**config.mk**
```make
export PLATFORM = sky130hd
export DESIGN_NAME = scan_code_keyboard_decoder
export DESIGN_NICKNAME = d
export VERILOG_FILES = /design/src/sckd_pkg.sv /design/src/scan_code_keyboard_decoder.sv
export SDC_FILE = /design/constraint.sdc
export NUM_CORES = 1
export LEC_CHECK = 0
export ABC_CLOCK_PERIOD_IN_PS = 31500
export BUFFER_PORTS_ARGS = -buffer_cell sky130_fd_sc_hd__clkbuf_2
export CAP_MARGIN = 20
export CORE_ASPECT_RATIO = 1.2
export CORE_UTILIZATION = 50
export DETAILED_ROUTE_END_ITERATION = 10
export HOLD_SLACK_MARGIN = 0.03
export PLACE_DENSITY = 0.62
export SLEW_MARGIN = 40
export SYNTH_ARGS = -nofsm -noshare
export SYNTH_HDL_FRONTEND = slang
export SYNTH_SLANG_ARGS = --single-unit
```
**constraint.sdc**
```tcl
create_clock -name i_clk -period 31.5 [get_ports i_clk]
set_input_delay 1.575 -clock i_clk [delete_from_list [all_inputs] [get_ports i_clk]]
set_output_delay 1.575 -clock i_clk [all_outputs]
set_load 0.01 [all_outputs]
```
**src/sckd_pkg.sv**
```systemverilog
// ============================================================================
// sckd_pkg : scan code keyboard decoder package
// Shared constants, key codes, character maps, the result flag type and the queue pointer increment function.
// ============================================================================
package sckd_pkg;

    localparam int FIFO_DEPTH = 128;
    localparam int FIFO_AW    = (FIFO_DEPTH > 1) ? $clog2(FIFO_DEPTH) : 1;
    localparam int FIFO_CW    = $clog2(FIFO_DEPTH + 1);

    localparam logic FUNC_SCAN = 1'b0;
    localparam logic FUNC_READ = 1'b1;

    localparam logic [1:0] PFX_NONE = 2'd0;
    localparam logic [1:0] PFX_ONE  = 2'd1;
    localparam logic [1:0] PFX_TWO  = 2'd2;
    localparam logic [1:0] PFX_SAT  = 2'd3;

    localparam logic [7:0] SC_PREFIX = 8'hE0;

    localparam logic [6:0] KEY_DEL    = 7'h53;
    localparam logic [6:0] KEY_ALT    = 7'h38;
    localparam logic [6:0] KEY_CTRL   = 7'h1D;
    localparam logic [6:0] KEY_LSHIFT = 7'h2A;
    localparam logic [6:0] KEY_RSHIFT = 7'h36;
    localparam logic [6:0] KEY_CAPS   = 7'h3A;
    localparam logic [6:0] KEY_F1     = 7'h3B;
    localparam logic [6:0] KEY_F5     = 7'h3F;
    localparam logic [6:0] KEY_UP     = 7'h48;
    localparam logic [6:0] KEY_DOWN   = 7'h50;
    localparam logic [6:0] KEY_LEFT   = 7'h4B;
    localparam logic [6:0] KEY_RIGHT  = 7'h4D;

    localparam logic [3:0] ARW_UP    = 4'hB;
    localparam logic [3:0] ARW_DOWN  = 4'hC;
    localparam logic [3:0] ARW_LEFT  = 4'hD;
    localparam logic [3:0] ARW_RIGHT = 4'hE;

    localparam logic [6:0] CH_NUL     = 7'h00;
    localparam logic [6:0] CH_EOT     = 7'h04;
    localparam logic [6:0] CH_NEWLINE = 7'h0A;
    localparam logic [6:0] CH_UP_A    = 7'h41;
    localparam logic [6:0] CH_UP_D    = 7'h44;
    localparam logic [6:0] CH_UP_Z    = 7'h5A;
    localparam logic [6:0] CH_LO_A    = 7'h61;
    localparam logic [6:0] CH_LO_C    = 7'h63;
    localparam logic [6:0] CH_LO_D    = 7'h64;
    localparam logic [6:0] CH_LO_Z    = 7'h7A;
    localparam logic [6:0] CH_CASE    = 7'h20;

    localparam logic [6:0] PLAIN_MAP [0:63] = '{
        7'h00, 7'h1B, 7'h31, 7'h32, 7'h33, 7'h34, 7'h35, 7'h36,
        7'h37, 7'h38, 7'h39, 7'h30, 7'h2D, 7'h3D, 7'h08, 7'h09,
        7'h71, 7'h77, 7'h65, 7'h72, 7'h74, 7'h79, 7'h75, 7'h69,
        7'h6F, 7'h70, 7'h5B, 7'h5D, 7'h0D, 7'h00, 7'h61, 7'h73,
        7'h64, 7'h66, 7'h67, 7'h68, 7'h6A, 7'h6B, 7'h6C, 7'h3B,
        7'h00, 7'h00, 7'h00, 7'h00, 7'h7A, 7'h78, 7'h63, 7'h76,
        7'h62, 7'h6E, 7'h6D, 7'h2C, 7'h2E, 7'h2F, 7'h00, 7'h2A,
        7'h00, 7'h20, 7'h00, 7'h00, 7'h00, 7'h00, 7'h00, 7'h00
    };

    localparam logic [6:0] SHIFT_MAP [0:63] = '{
        7'h00, 7'h1B, 7'h21, 7'h40, 7'h23, 7'h24, 7'h25, 7'h5E,
        7'h26, 7'h2A, 7'h28, 7'h29, 7'h5F, 7'h2B, 7'h08, 7'h09,
        7'h51, 7'h57, 7'h45, 7'h52, 7'h54, 7'h59, 7'h55, 7'h49,
        7'h4F, 7'h50, 7'h7B, 7'h7D, 7'h0D, 7'h00, 7'h41, 7'h53,
        7'h44, 7'h46, 7'h47, 7'h48, 7'h4A, 7'h4B, 7'h4C, 7'h3A,
        7'h00, 7'h7E, 7'h00, 7'h7C, 7'h5A, 7'h58, 7'h43, 7'h56,
        7'h42, 7'h4E, 7'h4D, 7'h3C, 7'h3E, 7'h3F, 7'h00, 7'h2A,
        7'h00, 7'h20, 7'h00, 7'h00, 7'h00, 7'h00, 7'h00, 7'h00
    };

    typedef struct packed {
        logic reboot_request;
        logic interrupt_signal;
        logic overflow;
        logic read_valid;
    } t_result;

    function automatic logic [FIFO_AW-1:0] ptr_inc(input logic [FIFO_AW-1:0] p);
        logic [FIFO_AW-1:0] r;
        if (p == FIFO_AW'(FIFO_DEPTH - 1)) begin
            r = '0;
        end else begin
            r = p + FIFO_AW'(1);
        end
        return r;
    endfunction

endpackage

```
**src/scan_code_keyboard_decoder.sv**
```systemverilog
// ============================================================================
// scan_code_keyboard_decoder : set-1 scan code decoder with character queue
// Input channel takes a scan byte (func 0) or a read request (func 1); every
// transfer in gives exactly one result transfer out, in order. Scan bytes
// update shift, control, alt and caps-lock, decode E0 sequences and push
// characters into a queue held in a synchronous memory; read requests pop
// one character. Result carries reboot, interrupt, overflow and read flags.
// The result passes through the memory read stage and the result register.
// Throughput: one transfer per cycle while o_stall is low. An E0 E0 key
// byte that stores both its code and the newline occupies the single memory
// write port twice, so the input stalls in the cycle after it.
// Reset (synchronous, active low): modifier state, prefix count, arrow code,
// pointers and fill count clear; queue contents stay undefined but are never
// read before being written. No clearing pass is needed.
// When the receiver stalls, the result register holds, a second result waits
// in the memory read stage, and then o_stall rises towards the sender.
// ============================================================================
module scan_code_keyboard_decoder (
    input  logic       i_clk,
    input  logic       i_rst_n,
    input  logic       i_valid,
    output logic       o_stall,
    input  logic       i_func,
    input  logic [7:0] i_scan_code,
    output logic       o_valid,
    input  logic       i_stall,
    output logic       o_reboot_request,
    output logic       o_interrupt_signal,
    output logic       o_overflow,
    output logic       o_read_valid,
    output logic [6:0] o_read_char
);
    import sckd_pkg::*;

    logic [6:0]         r_mem [0:FIFO_DEPTH-1];
    logic [6:0]         r_mem_q;

    logic               r_shift, r_ctrl, r_alt, r_caps;
    logic [1:0]         r_pc;
    logic [3:0]         r_arrow;
    logic [FIFO_AW-1:0] r_wp, r_rp;
    logic [FIFO_CW-1:0] r_fill;
    logic               r_pend;
    logic [FIFO_AW-1:0] r_pend_addr;

    logic               r_s2_valid;
    t_result            r_s2;
    logic               r_out_valid;
    t_result            r_out;
    logic [6:0]         r_out_char;

    logic               n_shift, n_ctrl, n_alt, n_caps;
    logic [1:0]         n_pc;
    logic [3:0]         n_arrow;
    logic [FIFO_AW-1:0] n_wp, n_rp;
    logic [FIFO_CW-1:0] n_fill;
    t_result            res;
    logic               ovf;

    logic               acc_in, ld_out;
    logic               push1, push2, ok1, ok2;
    logic [6:0]         push_data;
    logic               wr_en, rd_en, pend_set;
    logic [FIFO_AW-1:0] wp1;
    logic [6:0]         code_k;
    logic               is_pfx;
    logic [1:0]         pc_eff;
    logic [6:0]         ch;

    assign ld_out  = !r_out_valid || !i_stall;
    assign o_stall = r_pend || (r_s2_valid && !ld_out);
    assign acc_in  = i_valid && !o_stall;

    assign o_valid            = r_out_valid;
    assign o_reboot_request   = r_out.reboot_request;
    assign o_interrupt_signal = r_out.interrupt_signal;
    assign o_overflow         = r_out.overflow;
    assign o_read_valid       = r_out.read_valid;
    assign o_read_char        = r_out_char;

    assign code_k = i_scan_code[6:0];
    assign is_pfx = (i_scan_code == SC_PREFIX);
    assign pc_eff = (is_pfx && r_pc != PFX_SAT) ? r_pc + 2'd1 : r_pc;

    always_comb begin
        ch = i_scan_code[6] ? CH_NUL
           : (r_shift ? SHIFT_MAP[i_scan_code[5:0]] : PLAIN_MAP[i_scan_code[5:0]]);
        if (r_caps && ((ch >= CH_UP_A && ch <= CH_UP_Z) || (ch >= CH_LO_A && ch <= CH_LO_Z))) begin
            ch = ch ^ CH_CASE;
        end
    end

    always_comb begin
        n_shift   = r_shift;
        n_ctrl    = r_ctrl;
        n_alt     = r_alt;
        n_caps    = r_caps;
        n_pc      = r_pc;
        n_arrow   = r_arrow;
        n_rp      = r_rp;
        res       = '0;
        push1     = 1'b0;
        push2     = 1'b0;
        push_data = CH_NUL;
        rd_en     = 1'b0;
        if (i_func == FUNC_READ) begin
            if (r_fill != '0) begin
                rd_en          = acc_in;
                res.read_valid = 1'b1;
                n_rp           = ptr_inc(r_rp);
            end
        end else begin
            n_pc = pc_eff;
            case (pc_eff)
                PFX_ONE: begin
                end
                PFX_TWO: begin
                    if (!is_pfx) begin
                        if (code_k == KEY_DEL) begin
                            res.reboot_request = r_ctrl && r_alt;
                        end else if (code_k == KEY_ALT) begin
                            n_alt = 1'b0;
                        end else if (code_k == KEY_CTRL) begin
                            n_ctrl = 1'b0;
                        end else begin
                            if (code_k == KEY_UP)    n_arrow = ARW_UP;
                            if (code_k == KEY_DOWN)  n_arrow = ARW_DOWN;
                            if (code_k == KEY_LEFT)  n_arrow = ARW_LEFT;
                            if (code_k == KEY_RIGHT) n_arrow = ARW_RIGHT;
                            push1     = 1'b1;
                            push2     = 1'b1;
                            push_data = {3'b000, n_arrow};
                            n_pc      = PFX_NONE;
                        end
                    end
                end
                default: begin
                    if (i_scan_code[7]) begin
                        if (code_k == KEY_LSHIFT || code_k == KEY_RSHIFT) n_shift = 1'b0;
                        if (code_k == KEY_CTRL) n_ctrl = 1'b0;
                        if (code_k == KEY_ALT)  n_alt  = 1'b0;
                    end else if (code_k == KEY_LSHIFT || code_k == KEY_RSHIFT) begin
                        n_shift = 1'b1;
                    end else if (code_k == KEY_ALT) begin
                        n_alt = 1'b1;
                    end else if (code_k == KEY_CTRL) begin
                        n_ctrl = 1'b1;
                    end else if (code_k == KEY_CAPS) begin
                        n_caps = !r_caps;
                    end else if (r_ctrl && r_alt && code_k == KEY_DEL) begin
                        res.reboot_request = 1'b1;
                    end else if (code_k >= KEY_F1 && code_k <= KEY_F5) begin
                    end else begin
                        push1     = 1'b1;
                        push_data = ch;
                        if (r_ctrl && ch == CH_LO_C) begin
                            res.interrupt_signal = 1'b1;
                            push_data            = CH_NEWLINE;
                        end else if (r_ctrl && (ch == CH_LO_D || ch == CH_UP_D)) begin
                            push_data = CH_EOT;
                        end
                    end
                end
            endcase
        end
    end

    always_comb begin
        ok1      = push1 && (r_fill != FIFO_CW'(FIFO_DEPTH));
        ok2      = push2 && ok1 && (r_fill != FIFO_CW'(FIFO_DEPTH - 1));
        ovf      = (push1 && !ok1) || (push2 && !ok2);
        wp1      = ptr_inc(r_wp);
        wr_en    = acc_in && ok1;
        pend_set = acc_in && ok2;
        n_wp     = r_wp;
        n_fill   = r_fill;
        if (ok2) begin
            n_wp   = ptr_inc(wp1);
            n_fill = r_fill + FIFO_CW'(2);
        end else if (ok1) begin
            n_wp   = wp1;
            n_fill = r_fill + FIFO_CW'(1);
        end else if (res.read_valid) begin
            n_fill = r_fill - FIFO_CW'(1);
        end
    end

    // queue memory: one write and one registered read a cycle
    always_ff @(posedge i_clk) begin
        if (r_pend) begin
            r_mem[r_pend_addr] <= CH_NEWLINE;
        end else if (wr_en) begin
            r_mem[r_wp] <= push_data;
        end
        if (rd_en) begin
            r_mem_q <= r_mem[r_rp];
        end
    end

    always_ff @(posedge i_clk) begin
        if (!i_rst_n) begin
            r_shift     <= 1'b0;
            r_ctrl      <= 1'b0;
            r_alt       <= 1'b0;
            r_caps      <= 1'b0;
            r_pc        <= PFX_NONE;
            r_arrow     <= '0;
            r_wp        <= '0;
            r_rp        <= '0;
            r_fill      <= '0;
            r_pend      <= 1'b0;
            r_s2_valid  <= 1'b0;
            r_out_valid <= 1'b0;
        end else begin
            r_pend <= pend_set;
            if (acc_in) begin
                r_shift <= n_shift;
                r_ctrl  <= n_ctrl;
                r_alt   <= n_alt;
                r_caps  <= n_caps;
                r_pc    <= n_pc;
                r_arrow <= n_arrow;
                r_wp    <= n_wp;
                r_rp    <= n_rp;
                r_fill  <= n_fill;
            end
            if (acc_in) begin
                r_s2_valid <= 1'b1;
            end else if (ld_out) begin
                r_s2_valid <= 1'b0;
            end
            if (ld_out) begin
                r_out_valid <= r_s2_valid;
            end
        end
    end

    always_ff @(posedge i_clk) begin
        if (pend_set) begin
            r_pend_addr <= wp1;
        end
        if (acc_in) begin
            r_s2 <= '{reboot_request:   res.reboot_request,
                      interrupt_signal: res.interrupt_signal,
                      overflow:         ovf,
                      read_valid:       res.read_valid};
        end
        if (ld_out) begin
            r_out      <= r_s2;
            r_out_char <= r_s2.read_valid ? r_mem_q : CH_NUL;
        end
    end

`ifndef SYNTHESIS
    a_fill_bound: assert property (@(posedge i_clk) disable iff (!i_rst_n)
        r_fill <= FIFO_CW'(FIFO_DEPTH))
        else $error("fill count beyond queue depth");

    a_pend_single: assert property (@(posedge i_clk) disable iff (!i_rst_n)
        r_pend |=> !r_pend)
        else $error("deferred newline write longer than one cycle");

    a_ptr_match: assert property (@(posedge i_clk) disable iff (!i_rst_n)
        (r_fill == '0 || r_fill == FIFO_CW'(FIFO_DEPTH)) |-> (r_wp == r_rp))
        else $error("pointers disagree with fill count");

    a_pfx_sticky: assert property (@(posedge i_clk) disable iff (!i_rst_n)
        r_pc == PFX_SAT |=> r_pc == PFX_SAT)
        else $error("saturated prefix count left saturation");

    a_read_excl: assert property (@(posedge i_clk) disable iff (!i_rst_n)
        (o_valid && o_read_valid) |->
            (!o_reboot_request && !o_interrupt_signal && !o_overflow))
        else $error("read result carries scan flags");

    a_char_zero: assert property (@(posedge i_clk) disable iff (!i_rst_n)
        (o_valid && !o_read_valid) |-> (o_read_char == CH_NUL))
        else $error("character present without read");
`endif

endmodule

```
==> results_dict.tcl, run 1 <==
set metrics [dict create \
    numCtsBuffers 91 \
    post-layout-total-power_uw 2750 \
    global_route_wire_length_before_repair_um 139000 \
    number_of_global_route_vias_before_repair 20600 \
    post_cts_resized 0 \
    rr_startpoint "r_pc[0]$_SDFFE_PN0P_" \
    grt.overflow.total 0 \
    vias_per_cell 6.30 \
    timing.slew.headroom_pct 43.4 \
    area_growth_pct 11.5 \
    leakage_uw 0.0142 \
    synthesized_netlist_net_count 2116 \
    antenna_cells_inserted 0 \
    vias 20300 \
    drc 0 \
    hold_buffer_count_at_cts 0 \
    yosys_synthesis_warning_count 0 \
    critical_path.endpoint "r_mem[20][6]$_DFFE_PP_" \
    cts_tree "built" \
    cp_data_required_time_ns 31.83 \
    reg2reg_depth 12 \
    finalHoldViolations 0 \
    slew_viol_final 0 \
    insertion_delay_ns 0.66 \
    postSynth.asyncResetShare_pct 0 \
    post-route-cell-area_mm2 0.0446 \
    cp-startpoint "i_scan_code[1]" \
    nFillCells 5920 \
    top_level_ports 26 \
    final_setup_violation_count 0 \
    die_area_mm2 0.0811 \
    fin_setup_tns_ns 0 \
    pwr_density_cell_mw_per_mm2 61.6 \
    yosys-top-cells-area "edfxtp_1 70%, mux4_2 17%, dfxtp_1 1.8%" \
    timing.fmax_mhz 137 \
    hold_slack_ns 0.493 \
    layout_commonest_cell "edfxtp_1" \
    fp.dieW_um 260 \
    yosys.area.top_type_share_pct 69.5 \
    finClkSkew_ns 0.0262 \
    cts_num_sinks 960 \
    criticalPathCategory "input pin to flip-flop" \
    placeableCoreArea_mm2 0.0792 \
    root_buffer "clkbuf_16" \
    cp_data_arrival_time_ns 7.61 \
    clkSlewWorstSetupHoldPaths_ns 0.07 \
    period_minus_slack_ns 7.28 \
    netlist_area_mm2 0.0400 \
    detailedRoute.firstPassIterationCount 7 \
    synth.distinct_cells 91 \
    initial_core_util_pct 50.5 \
    grt_util_all_layers_pct 23.5 \
    detail_route.wirelength_um 93100 \
    avgRoutedWirePerCell_um 29.0 \
    ir_drop_mv 0.0492 \
    port-buffer-count 25 \
    worst_hold_path_type "flip-flop to flip-flop" \
    yosys_register_bits 960 \
    rr_endpoint "r_mem[20][6]$_DFFE_PP_" \
    cts_setup_buffers 0 \
    postPlaceCellArea_mm2 0.0414 \
    grt_start_max_net_pins 93 \
    drt-initial-drc-count 1838 \
    synthFlopType "edfxtp_1" \
    fin_nets 2147 \
    die_h_um 312 \
    dp_hpwl_um 58300 \
    worst_pin_slew_ns 0.849 \
    path_max_fanout 72 \
    cts.htree.levels 3 \
    final_layout_size_suffix_gt1_share_pct 28.6 \
    grt_antenna_before_repair 2 \
    cp-start-kind "input pin" \
    grt_setup_unrepaired "no" \
    worst_setup_path_end_kind "flip-flop" \
    synth-seq-area-share_pct 71.3 \
    place.gp.congestion 0.893 \
    synth_largest_area_cell "edfxtp_1" \
    syn-mean-instance-area_um2 19.2 \
    max-cap-violations 0 \
    ctsLongestPathBuffers 3 \
    rows 113 \
    setup.reg_to_reg.worst_slack_ns 26.30 \
    layout_common_cells "925 x edfxtp_1, 294 x mux4_2, 139 x nor2_1, 91 x clkbuf_16, 61 x nor3_2" \
    number_of_enable_type_register_cells_in_the_synthesized_netlist 925 \
    finalCritPeriodShare_pct 23.1 \
    syn-instance-count 2076 \
    outcome "complete, no violations" \
    final_antenna_net_count 0 \
]
-- routing by layer --
| layer | global-route usage, % | wire length (um) | share of wire, % | vias up |
|---|---|---|---|---|
| met5 | 0 | 0 | 0 | - |
| met4 | 6.98 | 2630 | 2.8 | 0 |
| met3 | 3.29 | 5910 | 6.3 | 138 |
| met2 | 39.0 | 47400 | 51 | 775 |
| met1 | 32.5 | 37200 | 40 | 10700 |
| li1 | - | - | - | 8643 |
-- layout make-up --
type                            count  area [um2]  share of cell area, %
Timing Repair Buffer               64         551                   1.24
Tap cell                         1035        1290                   2.91
Inverter                           27         101                  0.227
Clock inverter                     60         573                   1.29
Sequential cell                   960       28500                   63.9
Clock buffer                      107        2370                   5.31
Multi-Input combinational cell    963       11200                   25.1
-- synth_stat cells, types with 5 or more instances --
library cell / number
a21oi_1: 46
mux2_2: 9
edfxtp_1: 925
xor2_1: 14
inv_1: 23
a31oi_1: 10
xnor2_1: 15
mux2i_1: 7
clkbuf_1: 55
or2_2: 7
a211oi_1: 9
o211ai_1: 9
o22ai_1: 8
mux4_2: 294
nand2_1: 52
nor4_1: 5
nand3_1: 24
or3_1: 5
and2_1: 10
buf_2: 29
o21ai_0: 27
and3_1: 7
nand3b_1: 5
nor3_2: 12
ha_1: 26
nor2b_1: 11
a21boi_0: 5
a21o_1: 7
dfxtp_1: 35
buf_1: 33
nand2b_1: 18
nand4_1: 6
nor3_1: 73
nor2_1: 145
-- critical path, stage by stage --
cell,delay [ns]
clkbuf_2,0.22
inv_1,0.33
ha_1,0.43
or2b_2,0.39
nor3_1,0.20
nand3_1,0.13
nor2_1,0.24
mux2i_1,0.34
inv_1,0.08
ha_1,0.52
nor4_1,0.56
a31oi_4,0.10
or3_4,0.55
or2_2,0.39
a211oi_4,0.17
buf_4,0.55
buf_4,0.75
-- worst min-delay path by stage --
| stage | start | to | slack [ns] | cells past startpoint |
|---|---|---|---|---|
| 6_report | r_s2[1]$_DFFE_PP_ | o_overflow$_DFFE_PP_ | 0.49 | 0 |
| 3_3_place_gp | r_arrow[0]$_SDFFE_PN0P_ | r_arrow[0]$_SDFFE_PN0P_ | 0.48 | 2 |
| 4_1_cts | r_alt$_SDFFE_PN0P_ | r_alt$_SDFFE_PN0P_ | 0.50 | 2 |
| 3_5_place_dp | r_s2[1]$_DFFE_PP_ | o_overflow$_DFFE_PP_ | 0.47 | 0 |
| 2_1_floorplan | r_s2[2]$_SDFFCE_PP0P_ | o_interrupt_signal$_DFFE_PP_ | 0.40 | 0 |
| 5_1_grt | r_s2[1]$_DFFE_PP_ | o_overflow$_DFFE_PP_ | 0.51 | 0 |
-- cells by family (layout without fill, tap and decap cells) --
group	Yosys count	in the layout	synth area share, %
adder cells (fa/ha/maj)	27	27	0.864
flip-flops	960	960	71.3
XOR/XNOR	29	29	0.636
buffers and inverters	153	258	1.64
multiplexers	310	310	17.0
AND/OR/NAND/NOR	412	412	5.25
AO/OA/AOI/OAI	185	185	3.34
-- through the flow --
| step | setup WS [ns] | std cells | util, % |
|---|---|---|---|
| after detailed placement | 23.52 | 3048 | 52.3 |
| after global routing | 23.86 | 3216 | 56.3 |
| final | 24.22 | 3216 | 56.3 |
| after CTS | 24.22 | 3215 | 56.1 |
| after floorplan | 19.83 | 2076 | - |
| after global placement | 23.69 | 3044 | 52.0 |
-- power by group --
group          internal, uW  switching (uW)
clock network           601             474
registers              1400            15.2
logic                   122             136
-- state kept, by name, indices dropped and copies added, names as in the netlist, 4 cells and up --
signal / flops
o_read_char: 7
r_rp: 7
r_s2: 4
r_wp: 7
r_mem: 896
r_pend_addr: 7
r_arrow: 4
r_mem_q: 7
r_fill: 8
No activity file was read; power rests on OpenSTA's default activity.
==> inputs of run 2 (changes only) <==
--- a/config.mk
+++ b/config.mk
@@ -5,7 +5,7 @@
 export SDC_FILE = /design/constraint.sdc
 export NUM_CORES = 1
 export LEC_CHECK = 0
-export ABC_CLOCK_PERIOD_IN_PS = 31500
+export ABC_CLOCK_PERIOD_IN_PS = 6800
 export BUFFER_PORTS_ARGS = -buffer_cell sky130_fd_sc_hd__clkbuf_2
 export CAP_MARGIN = 20
 export CORE_ASPECT_RATIO = 1.2
==> constraint.sdc (replaced) <==
create_clock -name i_clk -period 6.8 [get_ports i_clk]
set_input_delay 0.34 -clock i_clk [delete_from_list [all_inputs] [get_ports i_clk]]
set_output_delay 0.34 -clock i_clk [all_outputs]
set_load 0.01 [all_outputs]
==> results_dict.tcl, run 2 (synthesis gave the netlist of run 1 again) <==
set metrics [dict create \
    grt_start_max_net_pins 96 \
    layout_commonest_cell "edfxtp_1" \
    netSwitchingFraction_pct 22.4 \
    outcome "complete, no violations" \
    final_antenna_net_count 0 \
    grt_util_all_layers_pct 23.8 \
    timing.fmax_mhz 186 \
    largest_register_ffs 896 \
    ctsLongestPathBuffers 3 \
    worst_hold_path_type "input pin to flip-flop" \
    seq_power_share_pct 50.7 \
    register_area_mm2 0.0285 \
    cp_data_arrival_time_ns 5.65 \
    area_taken_by_multi_input_logic_gates_mm2 0.0110 \
    fin_setup_tns_ns 0 \
    period_minus_slack_ns 5.37 \
    fp.dieW_um 260 \
    worst_pin_slew_ns 0.869 \
    worst_setup_path_end_kind "flip-flop" \
    grt_setup_unrepaired "no" \
    final_layout_size_suffix_gt1_share_pct 29.3 \
    timing.slew.headroom_pct 41.8 \
    global_route_wire_length_before_repair_um 141000 \
    place_worst_setup_slack_ns 0.858 \
    cts_tree "built" \
    number_of_global_route_vias_before_repair 21000 \
    finalHoldViolations 0 \
    grt.overflow.total 0 \
    place.gp.congestion 0.886 \
    slew_viol_final 0 \
    insertion_delay_ns 0.66 \
    cp_data_required_time_ns 7.08 \
    initial_core_util_pct 50.5 \
    final_setup_violation_count 0 \
    placeableCoreArea_mm2 0.0792 \
    fin_nets 2221 \
    hold_buffer_count_at_cts 3 \
    finClkSkew_ns 0.0275 \
    dp_hpwl_um 61400 \
    vias 20400 \
    detailedRoute.firstPassIterationCount 6 \
    root_buffer "clkbuf_16" \
    ir_drop_mv 0.236 \
    post-layout-total-power_uw 12900 \
    antenna_cells_inserted 0 \
    regMostFlops "r_mem" \
    avgRoutedWirePerCell_um 28.7 \
    cts.htree.levels 3 \
    cell_int_power_uw 9990 \
    power.net_switching_uw 2880 \
    grt_antenna_before_repair 2 \
    drc 0 \
    path_max_fanout 22 \
    area_growth_pct 12.8 \
    detail_route.wirelength_um 94300 \
    layout_common_cells "925 x edfxtp_1, 294 x mux4_2, 139 x nor2_1, 94 x buf_4, 92 x clkbuf_16" \
    clockPowerShare_pct 39.7 \
    clkSlewWorstSetupHoldPaths_ns 0.06 \
    cts_setup_buffers 0 \
    leakage_uw 0.0146 \
    cp-start-kind "input pin" \
    nFillCells 5912 \
    vias_per_cell 6.21 \
    layout_top_registers "r_mem x896, r_fill x8" \
    finalCritPeriodShare_pct 79.0 \
    drt-initial-drc-count 1861 \
    die_h_um 312 \
    post_cts_resized 0 \
    pwr_density_cell_mw_per_mm2 285 \
    max-cap-violations 0 \
    share_comb_of_total_power_pct 9.6 \
    cts_num_sinks 960 \
    criticalPathCategory "input pin to flip-flop" \
    rows 113 \
    port-buffer-count 25 \
    top_level_ports 26 \
    layout.core_utilization_pct 56.9 \
    die_area_mm2 0.0811 \
    finalWorstSetupSlack_ns 1.43 \
    numCtsBuffers 90 \
]
[run 2: cell types whose count changed in the layout (fill, tap and decap cells not counted), sizes merged]
cell,before,now
buf,39,111
bufinv,7,10
clkbuf,132,144
clkinv,47,33
clkinvlp,5,4
dlygate4sd3,0,3
inv,28,29
[run 2: per-layer routing]
layer	share of wire, %	up-vias	global-route usage, %	wire length (um)
met5	0.014	-	0	13
li1	-	8766	-	-
met4	2.7	2	7.00	2550
met2	52	689	39.7	48700
met1	40	10800	32.4	37900
met3	5.5	151	3.81	5220
[run 2: power groups by stage]
| stage | registers, uW | logic (uW) | clock network [uW] |
|---|---|---|---|
| final | 6530 | 1230 | 5110 |
| after floorplan | 6630 | 901 | 0 |
| after CTS | 6530 | 1240 | 5190 |
| after global routing | 6530 | 1320 | 5410 |
| after global placement | 6660 | 1220 | 0 |
| after detailed placement | 6660 | 1240 | 0 |
[run 2: path summary, 6_finish.rpt]
path                                      startpoint                      end  slack [ns]  cells after the start
worst max-delay path                  i_scan_code[1]   r_mem[19][0]$_DFFE_PP_        1.43                     17
worst min-delay path                         i_rst_n  r_arrow[3]$_SDFFE_PN0P_        0.13                      2
worst max register to register  r_pc[0]$_SDFFE_PN0P_   r_mem[19][0]$_DFFE_PP_        1.94                     12
worst min register to register     r_s2[1]$_DFFE_PP_     o_overflow$_DFFE_PP_        0.45                      0
[run 2: area by class of cell]
cell class / instances / area share (%)
clock buffer: 119 / 5.44
clock inverter: 49 / 1.20
inverter: 27 / 0.225
multi-input combinational: 963 / 24.4
sequential: 960 / 63.2
tap: 1035 / 2.87
timing repair buffer: 139 / 2.61
[run 2: stage by stage]
stage	instance area [um2]	hold WS, ns	cells
3_3_place_gp	41900	0.423	3116
6_report	45100	0.129	3292
4_1_cts	45000	0.0874	3290
2_1_floorplan	40000	0.400	2076
5_1_grt	45100	0.103	3292
3_5_place_dp	42000	0.423	3119
[run 2: critical path, cell delays in order]
cell	delay, ns
clkbuf_2	0.21
inv_1	0.13
ha_1	0.32
or2b_2	0.38
nor3_1	0.21
nand3_1	0.13
nor2_1	0.26
mux2i_1	0.32
inv_1	0.08
ha_1	0.32
nor4_1	0.51
a31oi_4	0.11
or3_4	0.54
nor2_1	0.31
a21o_1	0.20
nand2_1	0.52
nor2_1	0.75
==> inputs of run 3 (changes only) <==
--- a/config.mk
+++ b/config.mk
@@ -5,14 +5,15 @@
 export SDC_FILE = /design/constraint.sdc
 export NUM_CORES = 1
 export LEC_CHECK = 0
-export ABC_CLOCK_PERIOD_IN_PS = 6800
+export ABC_AREA = 1
+export ABC_CLOCK_PERIOD_IN_PS = 4500
 export BUFFER_PORTS_ARGS = -buffer_cell sky130_fd_sc_hd__clkbuf_2
 export CAP_MARGIN = 20
 export CORE_ASPECT_RATIO = 1.2
 export CORE_UTILIZATION = 50
 export DETAILED_ROUTE_END_ITERATION = 10
 export HOLD_SLACK_MARGIN = 0.03
-export PLACE_DENSITY = 0.62
+export PLACE_DENSITY = 0.65
 export SLEW_MARGIN = 40
 export SYNTH_ARGS = -nofsm -noshare
 export SYNTH_HDL_FRONTEND = slang
==> constraint.sdc (replaced) <==
create_clock -name i_clk -period 4.5 [get_ports i_clk]
set_input_delay 0.225 -clock i_clk [delete_from_list [all_inputs] [get_ports i_clk]]
set_output_delay 0.225 -clock i_clk [all_outputs]
set_load 0.01 [all_outputs]
==> results_dict.tcl, run 3 <==
set metrics [dict create \
    die_area_mm2 0.0819 \
    post_synth_and_or_nand_nor_area_fraction_pct 12.5 \
    max-cap-violations 0 \
    cpMostUsedCell "inv_4" \
    grt_antenna_before_repair 1 \
    crit_path_max_incr_delay_ns 0.58 \
    yosys_register_bits 960 \
    leakage_uw 0.0142 \
    cp_data_arrival_time_ns 4.46 \
    timing.critical_path.depth 15 \
    hold_buffer_count_at_cts 3 \
    ir_drop_mv 0.290 \
    slew_viol_final 0 \
    synth_common_cells "925 x edfxtp_1, 668 x nor2_1, 500 x o21ai_0" \
    synth_xor_area_share_pct 0.326 \
    netSwitchingFraction_pct 24.4 \
    finalCritPeriodShare_pct 92.7 \
    layout_common_cells "925 x edfxtp_1, 665 x nor2_1, 497 x o21ai_0, 321 x nand2_1, 146 x buf_4" \
    synthesized_netlist_net_count 3480 \
    port-buffer-count 25 \
    numCtsBuffers 91 \
    layout_commonest_cell "edfxtp_1" \
    regMostFlops "r_mem" \
    finalWorstSetupSlack_ns 0.327 \
    min_path_cells 2 \
    cts_tree "built" \
    insertion_delay_ns 0.66 \
    placeableCoreArea_mm2 0.0796 \
    yosys-top-cells-area "edfxtp_1 69%, nor2_1 6.2%, o21ai_0 6.2%" \
    critPathTopFamily "simple AND/OR/NAND/NOR gates" \
    area_growth_pct 13.3 \
    ctsLongestPathBuffers 3 \
    detailedRoute.firstPassIterationCount 6 \
    clkSlewWorstSetupHoldPaths_ns 0.06 \
    postSynth.asyncResetShare_pct 0 \
    timing.slew.headroom_pct 44.1 \
    synth.distinct_cells 52 \
    finClkSkew_ns 0.0159 \
    initial_core_util_pct 50.7 \
    global_route_wire_length_before_repair_um 164000 \
    yosys-mux-area-fraction_pct 0 \
    avgRoutedWirePerCell_um 23.4 \
    grt_setup_unrepaired "no" \
    die_h_um 313 \
    fp.dieW_um 261 \
    synthMostInstantiatedCell "edfxtp_1" \
    rr_startpoint "r_pc[0]$_SDFFE_PN0P_" \
    worst_hold_path_type "input pin to flip-flop" \
    cts.htree.levels 3 \
    outcome "complete, no violations" \
    grt_start_max_net_pins 226 \
    finalHoldViolations 0 \
    synth_fa_ha_area_share_pct 0.856 \
    pwr_density_cell_mw_per_mm2 424 \
    final_setup_violation_count 0 \
    place.gp.congestion 0.912 \
    grt.overflow.total 0 \
    critical_hold_path_startpoint "i_func" \
    path_max_fanout 19 \
    cp_data_required_time_ns 4.79 \
    yosys_synthesis_warning_count 0 \
    place_worst_setup_slack_ns -0.135 \
    cp_cell_sequence "ha_1, or2_4, xnor2_2, inv_1, ha_4, inv_4, nor2_4, inv_4, nand2_4, nand4_4, o21ai_4, inv_2, nor2_2, nand2_2, nor2_1" \
    final_cell_count_no_fill 4629 \
    synth-seq-area-share_pct 70.6 \
    timing.fmax_mhz 240 \
    drt-initial-drc-count 3233 \
    synthFlopType "edfxtp_1" \
    top_level_ports 26 \
    post-layout-total-power_uw 19400 \
    power.net_switching_uw 4720 \
    clockPowerShare_pct 38.9 \
    worst_path_max_delay_cell "nor2_1" \
    antenna_cells_inserted 0 \
    yosys.area.top_type_share_pct 68.8 \
    period_minus_slack_ns 4.17 \
    largest_register_ffs 896 \
    layout_top_registers "r_mem x896, r_fill x8" \
    worst_pin_slew_ns 0.838 \
    cp-startpoint "r_pc[0]$_SDFFE_PN0P_" \
    final_layout_size_suffix_gt1_share_pct 11.5 \
    worstPathBufferInverterCount 4 \
    detail_route.wirelength_um 108000 \
    criticalPathCategory "flip-flop to flip-flop" \
    number_of_enable_type_register_cells_in_the_synthesized_netlist 925 \
    syn-mean-instance-area_um2 11.7 \
    reg2reg_depth 15 \
    synth_largest_area_cell "edfxtp_1" \
    share_comb_of_total_power_pct 10.2 \
    seq_power_share_pct 50.9 \
    number_of_global_route_vias_before_repair 27400 \
    synth_top_family_by_area "simple AND/OR/NAND/NOR gates" \
    vias_per_cell 6.11 \
    cp-start-kind "flip-flop" \
    cts_setup_buffers 0 \
    post_cts_resized 0 \
    grt_util_all_layers_pct 26.6 \
    cell_count_after_placement 4456 \
    fin_nets 3559 \
    netlist_area_mm2 0.0404 \
    cts_num_sinks 960 \
    root_buffer "clkbuf_16" \
    syn-instance-count 3440 \
    final_antenna_net_count 0 \
    vias 28300 \
    cell_int_power_uw 14700 \
    rows 113 \
    drc 0 \
    dp_hpwl_um 64600 \
    synth-compound-area-share_pct 12.5 \
    worst_setup_path_end_kind "flip-flop" \
]
run 3: power by group through the flow:
stage	Sequential [uW]	Clock [uW]	Combinational [uW]
floorplan	10000	0	1280
global placement	10000	0	1920
detailed placement	10000	0	1940
CTS	9850	7610	1950
global route	9850	7960	2160
finish	9850	7540	1980
run 3: per-layer routing:
metal / vias to the layer above / track usage, % / routed length, um
li1: 12700 / - / -
met1: 13900 / 35.9 / 42700
met2: 1420 / 43.5 / 52900
met3: 225 / 3.94 / 9030
met4: 2 / 10.2 / 3790
met5: - / 0 / 12
run 3: final cells by class:
type | instances | area (um2)
fill | 6389 | 33900
sequential | 960 | 28500
multi-input combinational | 2141 | 10700
clock buffer | 105 | 2410
timing repair buffer | 199 | 1770
tap | 1035 | 1290
clock inverter | 63 | 522
inverter | 126 | 509
run 3: final timing paths:
check,end,slack [ns]
worst max-delay path,r_mem[2][1]$_DFFE_PP_,0.33
worst min-delay path,r_s2[3]$_SDFFCE_PP0P_,0.06
worst max register to register,r_mem[2][1]$_DFFE_PP_,0.33
worst min register to register,o_reboot_request$_DFFE_PP_,0.46
run 3: cell families after synthesis:
group | count (synthesis)
and+or+nand+nor | 1227
DFF | 960
AOI/OAI and AO/OA | 872
buffers and inverters | 339
adders and majority gates | 27
xor gates and xnor gates | 15
run 3: metrics by stage:
stage	area (um2)	hold slack, ns	utilization [%]	setup TNS [ns]
2_1_floorplan	40500	0.315	-	-307.14
3_3_place_gp	42700	0.446	53.6	0
3_5_place_dp	42700	0.417	53.6	-9.23
4_1_cts	45700	0.0332	57.4	0
5_1_grt	45700	0.0501	57.4	0
6_report	45700	0.0558	57.4	0
